[config.mk]
export PLATFORM = sky130hd
export DESIGN_NAME = qrs_sqrt
export DESIGN_NICKNAME = d
export VERILOG_FILES = /design/src/sv/quadratic_root_solver_defines.svh /design/src/sv/qrs_pkg.sv /design/src/sv/qrs_sqrt.sv
export SDC_FILE = /design/constraint.sdc
export NUM_CORES = 2
export LEC_CHECK = 0
export BUFFER_PORTS_ARGS = -buffer_cell sky130_fd_sc_hd__buf_2
export CORE_UTILIZATION = 45
export DETAILED_ROUTE_END_ITERATION = 16
export SYNTH_ARGS = -nofsm -noshare
export SYNTH_HDL_FRONTEND = slang
export SYNTH_SLANG_ARGS = --single-unit
[constraint.sdc]
create_clock -name clk -period 3.3 [get_ports clk]
set_input_delay 0.165 -clock clk [delete_from_list [all_inputs] [get_ports clk]]
set_output_delay 0.165 -clock clk [all_outputs]
set_load 0.02 [all_outputs]
[src/sv/quadratic_root_solver_defines.svh]
// assertion macros for the quadratic root solver
// used by the top level only; expects clk and rst_n in scope
`ifndef QUADRATIC_ROOT_SOLVER_DEFINES_SVH
`define QUADRATIC_ROOT_SOLVER_DEFINES_SVH

// property that must hold at every edge outside reset
`define QRS_ASSERT_ALWAYS(lbl, expr) \
    lbl: assert property (@(posedge clk) disable iff (!rst_n) (expr)) \
        else $error("qrs check failed");

// property that must hold whenever the condition holds
`define QRS_ASSERT_IMPLIES(lbl, cond, expr) \
    lbl: assert property (@(posedge clk) disable iff (!rst_n) (cond) |-> (expr)) \
        else $error("qrs check failed");

`endif

[src/sv/qrs_pkg.sv]
// shared types and constants for the quadratic root solver
// no dependencies; every design and testbench file uses it by scoped names
package qrs_pkg;

    localparam int COEF_WIDTH = 32;
    localparam int FRAC_BITS  = 16;
    localparam int TOL_WIDTH  = 16;
    localparam logic [TOL_WIDTH-1:0] TOL_RESET = TOL_WIDTH'(655);

    localparam int MAG_W   = COEF_WIDTH;
    localparam int PROD_W  = 2 * COEF_WIDTH;
    localparam int DISC_W  = 2 * COEF_WIDTH + 1;
    localparam int SQRT_W  = COEF_WIDTH + 1;
    localparam int SQ_IN_W = 2 * SQRT_W;
    localparam int REM_W   = SQRT_W + 2;
    localparam int NMAG_W  = SQRT_W + 1;
    localparam int NUM_W   = NMAG_W + FRAC_BITS + 1;
    localparam int DEN_W   = COEF_WIDTH + 1;

    typedef enum logic [1:0] {
        ST_NOT_QUAD = 2'd0,
        ST_NO_REAL  = 2'd1,
        ST_DOUBLE   = 2'd2,
        ST_TWO      = 2'd3
    } status_t;

    typedef struct packed {
        logic signed [COEF_WIDTH-1:0] coef_a;
        logic signed [COEF_WIDTH-1:0] coef_b;
        logic signed [COEF_WIDTH-1:0] coef_c;
    } coef_t;

    typedef struct packed {
        status_t                      status;
        logic [1:0]                   root_count;
        logic signed [COEF_WIDTH-1:0] root_one;
        logic signed [COEF_WIDTH-1:0] root_two;
        logic                         saturated;
    } result_t;

    typedef struct packed {
        status_t          status;
        logic             a_neg;
        logic [MAG_W-1:0] a_mag;
        logic             b_neg;
        logic [MAG_W-1:0] b_mag;
    } root_side_t;

    typedef struct packed {
        root_side_t        side;
        logic [DISC_W-1:0] d_mag;
    } disc_t;

    typedef struct packed {
        root_side_t        side;
        logic [SQRT_W-1:0] root;
    } sq_out_t;

    typedef struct packed {
        status_t                    status;
        logic [1:0]                 neg;
        logic [DEN_W-1:0]           den;
        logic [1:0][NUM_W-1:0]      num;
    } div_word_t;

endpackage

[src/sv/qrs_sqrt.sv]
// pipelined integer square root, one result bit per register stage
// carries the item's side fields along; uses qrs_pkg
module qrs_sqrt (
    input  logic             clk,
    input  logic             rst_n,
    input  logic             en,
    input  logic             in_valid,
    input  qrs_pkg::disc_t   din,
    output logic             out_valid,
    output qrs_pkg::sq_out_t dout
);

    localparam int N  = qrs_pkg::SQRT_W;
    localparam int RW = qrs_pkg::REM_W;
    localparam int IW = qrs_pkg::SQ_IN_W;

    logic                  v_st    [0:N];
    qrs_pkg::root_side_t   side_st [0:N];
    logic [RW-1:0]         rem_st  [0:N];
    logic [N-1:0]          root_st [0:N];
    logic [IW-1:0]         rad_st  [0:N];

    assign v_st[0]    = in_valid;
    assign side_st[0] = din.side;
    assign rem_st[0]  = '0;
    assign root_st[0] = '0;
    assign rad_st[0]  = IW'(din.d_mag);

    genvar k;
    generate
        for (k = 0; k < N; k++)
        begin : g_step
            logic [RW-1:0]       rem_sh, trial, rem_next;
            logic [N-1:0]        root_next;
            logic                ge;
            logic                v_reg;
            qrs_pkg::root_side_t side_reg;
            logic [RW-1:0]       rem_reg;
            logic [N-1:0]        root_reg;
            logic [IW-1:0]       rad_reg;

            // bring down two radicand bits and try the next root bit
            always_comb
            begin
                rem_sh    = {rem_st[k][RW-3:0], rad_st[k][IW-1 -: 2]};
                trial     = {root_st[k], 2'b01};
                ge        = (rem_sh >= trial);
                rem_next  = ge ? (rem_sh - trial) : rem_sh;
                root_next = {root_st[k][N-2:0], ge};
            end

            always_ff @(posedge clk or negedge rst_n)
            begin
                if (!rst_n)
                begin
                    v_reg <= 1'b0;
                end
                else if (en)
                begin
                    v_reg <= v_st[k];
                end
            end

            always_ff @(posedge clk)
            begin
                if (en)
                begin
                    side_reg <= side_st[k];
                    rem_reg  <= rem_next;
                    root_reg <= root_next;
                    rad_reg  <= {rad_st[k][IW-3:0], 2'b00};
                end
            end

            assign v_st[k+1]    = v_reg;
            assign side_st[k+1] = side_reg;
            assign rem_st[k+1]  = rem_reg;
            assign root_st[k+1] = root_reg;
            assign rad_st[k+1]  = rad_reg;
        end
    endgenerate

    assign out_valid = v_st[N];
    assign dout.side = side_st[N];
    assign dout.root = root_st[N];

endmodule

# After elaboration in Yosys (flattened, before gate mapping)
# Cells that the tools add are included.
# classes
reduce_logical	0
bitwise	0
n_mux	32
order_cmp	33
shifts	0
eq_ne	0
n_div	0
mul	0
add_sub_neg	32
# ops
cell	count
two-way mux 33 bit	31
greater-or-equal comparator 35 x 10 -> 1 bit	1
greater-or-equal comparator 35 x 11 -> 1 bit	1
greater-or-equal comparator 35 x 12 -> 1 bit	1
greater-or-equal comparator 35 x 13 -> 1 bit	1
greater-or-equal comparator 35 x 14 -> 1 bit	1
greater-or-equal comparator 35 x 15 -> 1 bit	1
greater-or-equal comparator 35 x 16 -> 1 bit	1
greater-or-equal comparator 35 x 17 -> 1 bit	1
greater-or-equal comparator 35 x 18 -> 1 bit	1
greater-or-equal comparator 35 x 19 -> 1 bit	1
greater-or-equal comparator 35 x 20 -> 1 bit	1
greater-or-equal comparator 35 x 21 -> 1 bit	1
greater-or-equal comparator 35 x 22 -> 1 bit	1
greater-or-equal comparator 35 x 23 -> 1 bit	1
greater-or-equal comparator 35 x 24 -> 1 bit	1
greater-or-equal comparator 35 x 25 -> 1 bit	1
greater-or-equal comparator 35 x 26 -> 1 bit	1
greater-or-equal comparator 35 x 27 -> 1 bit	1
greater-or-equal comparator 35 x 28 -> 1 bit	1
greater-or-equal comparator 35 x 29 -> 1 bit	1
greater-or-equal comparator 35 x 3 -> 1 bit	1
greater-or-equal comparator 35 x 30 -> 1 bit	1
greater-or-equal comparator 35 x 31 -> 1 bit	1
43 further kinds	43
# word_totals
elab_cells	393
memories	0
in_bits	137
latch_bits	0
romBits	0
regBits	4919
ram_bits	0
out_inout_bits	102

# Longest topological paths before layout
# logic_depth
depth_word	2
mapped_depth	15

# Worst setup path after synthesis
# Ideal clock, no wire load.
# synth_path
path_kind	register to register
from	register g_step[27].rem_reg[2]
to	register g_step[28].rem_reg[4], data pin
slack_ns	-0.065
n_path_buf	2
stages_incl_launch_ff	13
t_arrival_ns	3.105
synth_period_minus_slack_ns	3.365
cell_sequence	edfxtp_1 ha_1 or3_1 o221ai_1 a2111o_1 nand2_1 a211oi_1 a21oi_1 a2111oi_0 and2_1 clkbuf_1 buf_2 mux2_2
# synth_via
elab_chain_len	2
# synth_lines
item	line_no	source
start: declaration	qrs_sqrt.sv:38	logic [RW-1:0] rem_reg;
start signal: assignment	qrs_sqrt.sv:69	rem_reg <= rem_next;
subtractor 33 x 30 -> 33 bit / greater-or-equal comparator 35 x 30 -> 1 bit (equally long branches)	qrs_sqrt.sv:48, qrs_sqrt.sv:47	
two-way mux 33 bit *	qrs_sqrt.sv:48	rem_next = ge ? (rem_sh - trial) : rem_sh;
named net g_step[28].rem_next[4]	qrs_sqrt.sv:33	logic [RW-1:0] rem_sh, trial, rem_next;
end signal: assignment	qrs_sqrt.sv:69	
end: declaration	qrs_sqrt.sv:38	
# Mark *: on every way through the listed nets, which the timed path passes. The rest lies on a longest branch.
# A chain may end at the register's enable or synchronous reset.

# Final worst setup path
# layout_path
from	register g_step[29].rem_reg[0]
to	register g_step[30].rem_reg[17], data pin
# layout_via
elab_chain_len	2
# layout_lines
item	line_no
start: declaration	qrs_sqrt.sv:38
start signal: assignment	qrs_sqrt.sv:69
subtractor 33 x 32 -> 33 bit / greater-or-equal comparator 35 x 32 -> 1 bit (equally long branches)	qrs_sqrt.sv:48, qrs_sqrt.sv:47
two-way mux 33 bit *	qrs_sqrt.sv:48
named net g_step[30].rem_next[17]	qrs_sqrt.sv:33
end signal: assignment	qrs_sqrt.sv:69
end: declaration	qrs_sqrt.sv:38
# Marks and branches as above.

==> results_dict.tcl <==
set metrics [dict create \
    drt_wl_total_mm 368 \
    postRouteAntennaNets 0 \
    dieHeight_microns 652 \
    track_usage 0.168 \
    synth_top_cell_by_area "edfxtp_1" \
    timing.final.crit_period_ns 3.53 \
    io_pins 239 \
    final.setup_skew_ns 0.0420 \
    overflow 0 \
    drive_above_1_share 0.222 \
    drc 0 \
    powerDensity_mw_per_mm2 706 \
    startpoint "g_step[29].rem_reg[0]" \
    fmax_mhz 283 \
    io_buffers 238 \
    dr.pass1.iters 5 \
    synth_ff_type "edfxtp_1" \
    synth_fp_nets 12401 \
    ys_top_cells_by_count "edfxtp_1 (4862), inv_1 (751), nand2_1 (666), a21oi_1 (608), ha_1 (593)" \
    synth_area_sq_mm 0.190 \
    ctsLongestPathBuffers 4 \
    insertion_delay_ns 1.02 \
    wl_per_cell_microns 18.4 \
    fill_cells 33154 \
    fin_tns_setup_ns -8.43 \
    rsz0062_at_grt "yes" \
    fin_area_sq_mm 0.233 \
    max_slew.worst_pin.slew_ns 1.22 \
    startpoint_type "register" \
    yosysMostFrequentCell "edfxtp_1" \
    max-vdd-ir-drop_uv 505 \
    synth_cell_type_count 106 \
    dp_cells 18530 \
    cp.required_ns 4.05 \
    placed_area_sq_mm 0.207 \
    tritoncts "done" \
    syn2layout_area_growth_pct 22.8 \
    cts_buffers 525 \
    netlist.area_leader.share 0.768 \
    crit_type "reg -> reg" \
    final_nets 14658 \
    die_area_sq_mm 0.425 \
    leakage_nw 87.0 \
    core_area_sq_mm 0.420 \
    synth_edf_count 4862 \
    finalCritPeriodShare 1.07 \
    grt_first_pass_wirelength_mm 568 \
    async_flop_share 0.00674 \
    vias 100688 \
    largest_register_ffs 2176 \
    critPathMaxStageDelay_ns 0.43 \
    initial_utilization 0.452 \
    syn_inst 11671 \
    cts.clk_slew.worst_paths_ns 0.06 \
    hp-class "in -> async" \
    fp.dieW_microns 652 \
    first_global_vias 102827 \
    status "finished, violations left" \
    violations "negative setup slack" \
    drt_iter0_markers 6568 \
    clkSinkCount 4895 \
    num_rows 238 \
    setup_viol 106 \
    fin_cells 19981 \
    synth_area_leaders "edfxtp_1 (77%), ha_1 (3.9%), xor2_1 (1.9%)" \
    grt_max_degree 119 \
    setup_slack_ns -0.231 \
    r2r_start "g_step[29].rem_reg[0]" \
    cts-root-buf "clkbuf_16" \
    yosysSeqAreaShare 0.772 \
    grt_antenna_before_repair 9 \
    vias_per_cell 5.04 \
    place_ws_ns -0.599 \
    finalHoldViolCount 0 \
    path_max_fanout 5 \
    max_slew_margin 0.179 \
    critPathArrivalTime_ns 4.29 \
    htree_num_levels 6 \
    place_congestion 0.874 \
    syn_avg_cell_area_sq_um 16.3 \
    post-route-util 0.555 \
    finalMaxSlewViolations 0 \
    maxCapViolCount 0 \
    endpoint_kind "register" \
    yosysWarnings 0 \
    ys_ff_latch 4895 \
    hpwl_mm 248 \
    crit_top_cell "buf_6" \
    crit_path_cell_trace "ha_4 > buf_6 > o21a_1 > o21ai_2 > a211o_1 > or3_4 > nand4b_1 > a221oi_2 > o41ai_2 > buf_4 > a31oi_4 > buf_6 > clkbuf_16 > buf_6 > nand2_2 > o21ai_2" \
    cpMaxStageDelayCell "edfxtp_1" \
]
[kinds of logic (layout without fill, tap and decap cells)]
family                     after synthesis  in the layout  share of synthesized area
buffers and inverters                  945           3607                     0.0189
AOI/OAI and AO/OA                     1900           1900                     0.0620
muxes                                  143            143                    0.00832
adders and majority gates              593            593                     0.0390
DFF                                   4895           4895                      0.772
other                                    1              8                  0.0000197
xor gates and xnor gates               819            819                     0.0377
and+or+nand+nor                       2375           2376                     0.0616
[repair_timing]
action / CTS / global route
hold buffers: 273 / 0
buffers inserted: 103 / 114
hold endpoints to repair: 826 / 0
pin swaps: 109 / 257
endpoints found under the setup margin: 531 / 614
gates resized for setup: 359 / 672
gates cloned: 16 / 21
[through the flow]
| step | total power, mW | hold WS [ns] |
|---|---|---|
| CTS | 165 | 0.0672 |
| global placement | 106 | 0.240 |
| floorplan | 94.6 | -0.131 |
| global route | 172 | 0.150 |
| detailed placement | 106 | 0.263 |
| finish | 165 | 0.184 |
[cell usage in the layout, fill, tap and decap left out, types with 33 or more instances in the layout]
| master | n |
|---|---|
| buf_2 | 237 |
| nor2b_1 | 80 |
| clkinv_2 | 52 |
| inv_1 | 723 |
| o21ai_2 | 72 |
| nand2_2 | 38 |
| nand3_1 | 137 |
| ha_4 | 55 |
| buf_12 | 90 |
| o31ai_1 | 56 |
| ha_1 | 528 |
| nor3_1 | 184 |
| clkbuf_16 | 553 |
| dlygate4sd3_1 | 272 |
| o21ai_0 | 363 |
| a21o_1 | 217 |
| dfrtp_1 | 33 |
| xnor2_1 | 396 |
| nand2b_1 | 128 |
| buf_4 | 1230 |
| a21oi_2 | 78 |
| clkbuf_1 | 119 |
| clkinv_1 | 123 |
| nor4_1 | 80 |
| xor2_1 | 413 |
| bufinv_16 | 34 |
| mux2_2 | 110 |
| edfxtp_1 | 4862 |
| buf_6 | 43 |
| or3_1 | 84 |
| o21bai_1 | 41 |
| or4_1 | 43 |
| nand4_1 | 86 |
| nand2_1 | 615 |
| o21ai_1 | 70 |
| and3_1 | 33 |
| nor2_1 | 523 |
| o21a_1 | 102 |
| a21oi_1 | 513 |
[power by group]
| group | leakage [nW] | internal, mW | switching (mW) | total [mW] |
|---|---|---|---|---|
| Sequential | 47.6 | 76.1 | 3.60 | 79.7 |
| Clock | 7.98 | 32.6 | 23.4 | 56.0 |
| Combinational | 31.4 | 13.5 | 15.6 | 29.2 |
| Total | 87.0 | 122 | 42.6 | 165 |
[per-layer routing]
layer  vias up  wire [microns]  part of all wire  track usage
li1      48701               -                 -            -
met1     49462          161000              0.44        0.220
met2      1829          180000              0.49        0.285
met3       696           13700             0.037       0.0232
met4         0           13300             0.036       0.0638
met5         -               0                 0            0
[critical path, delay by kind of cell, from the launching register on]
kind | cells | cell delay [ns]
compound gates | 7 | 1.16
fa+ha+maj | 1 | 0.30
buf+inv | 5 | 0.74
flops | 1 | 0.43
simple gates | 3 | 0.66
[layout make-up]
type                       count  area (sq um)  area share
sequential                  4895        147000       0.629
timing repair buffer        1920         16500      0.0706
inverter                     754          2840      0.0122
antenna                        7          17.5   0.0000751
tap                         5640          7060      0.0302
multi-input combinational   5832         43600       0.187
clock buffer                 655         13800      0.0593
clock inverter               278          2640      0.0113
[worst paths after layout]
kind | to | slack [ns] | cells after the start
worst min register to register | g_step[3].rad_reg[27] | 0.39 | 0
worst max-delay path | g_step[30].rem_reg[17] | -0.23 | 16
worst min-delay path | g_step[13].v_reg | 0.18 | 4
worst max register to register | g_step[30].rem_reg[17] | -0.23 | 16
max in group asynchronous | g_step[1].v_reg | 2.93 | 4
min in group clk | g_step[1].side_reg[51] | 0.32 | 2
Note: power is estimated with default switching activity, not from simulation.
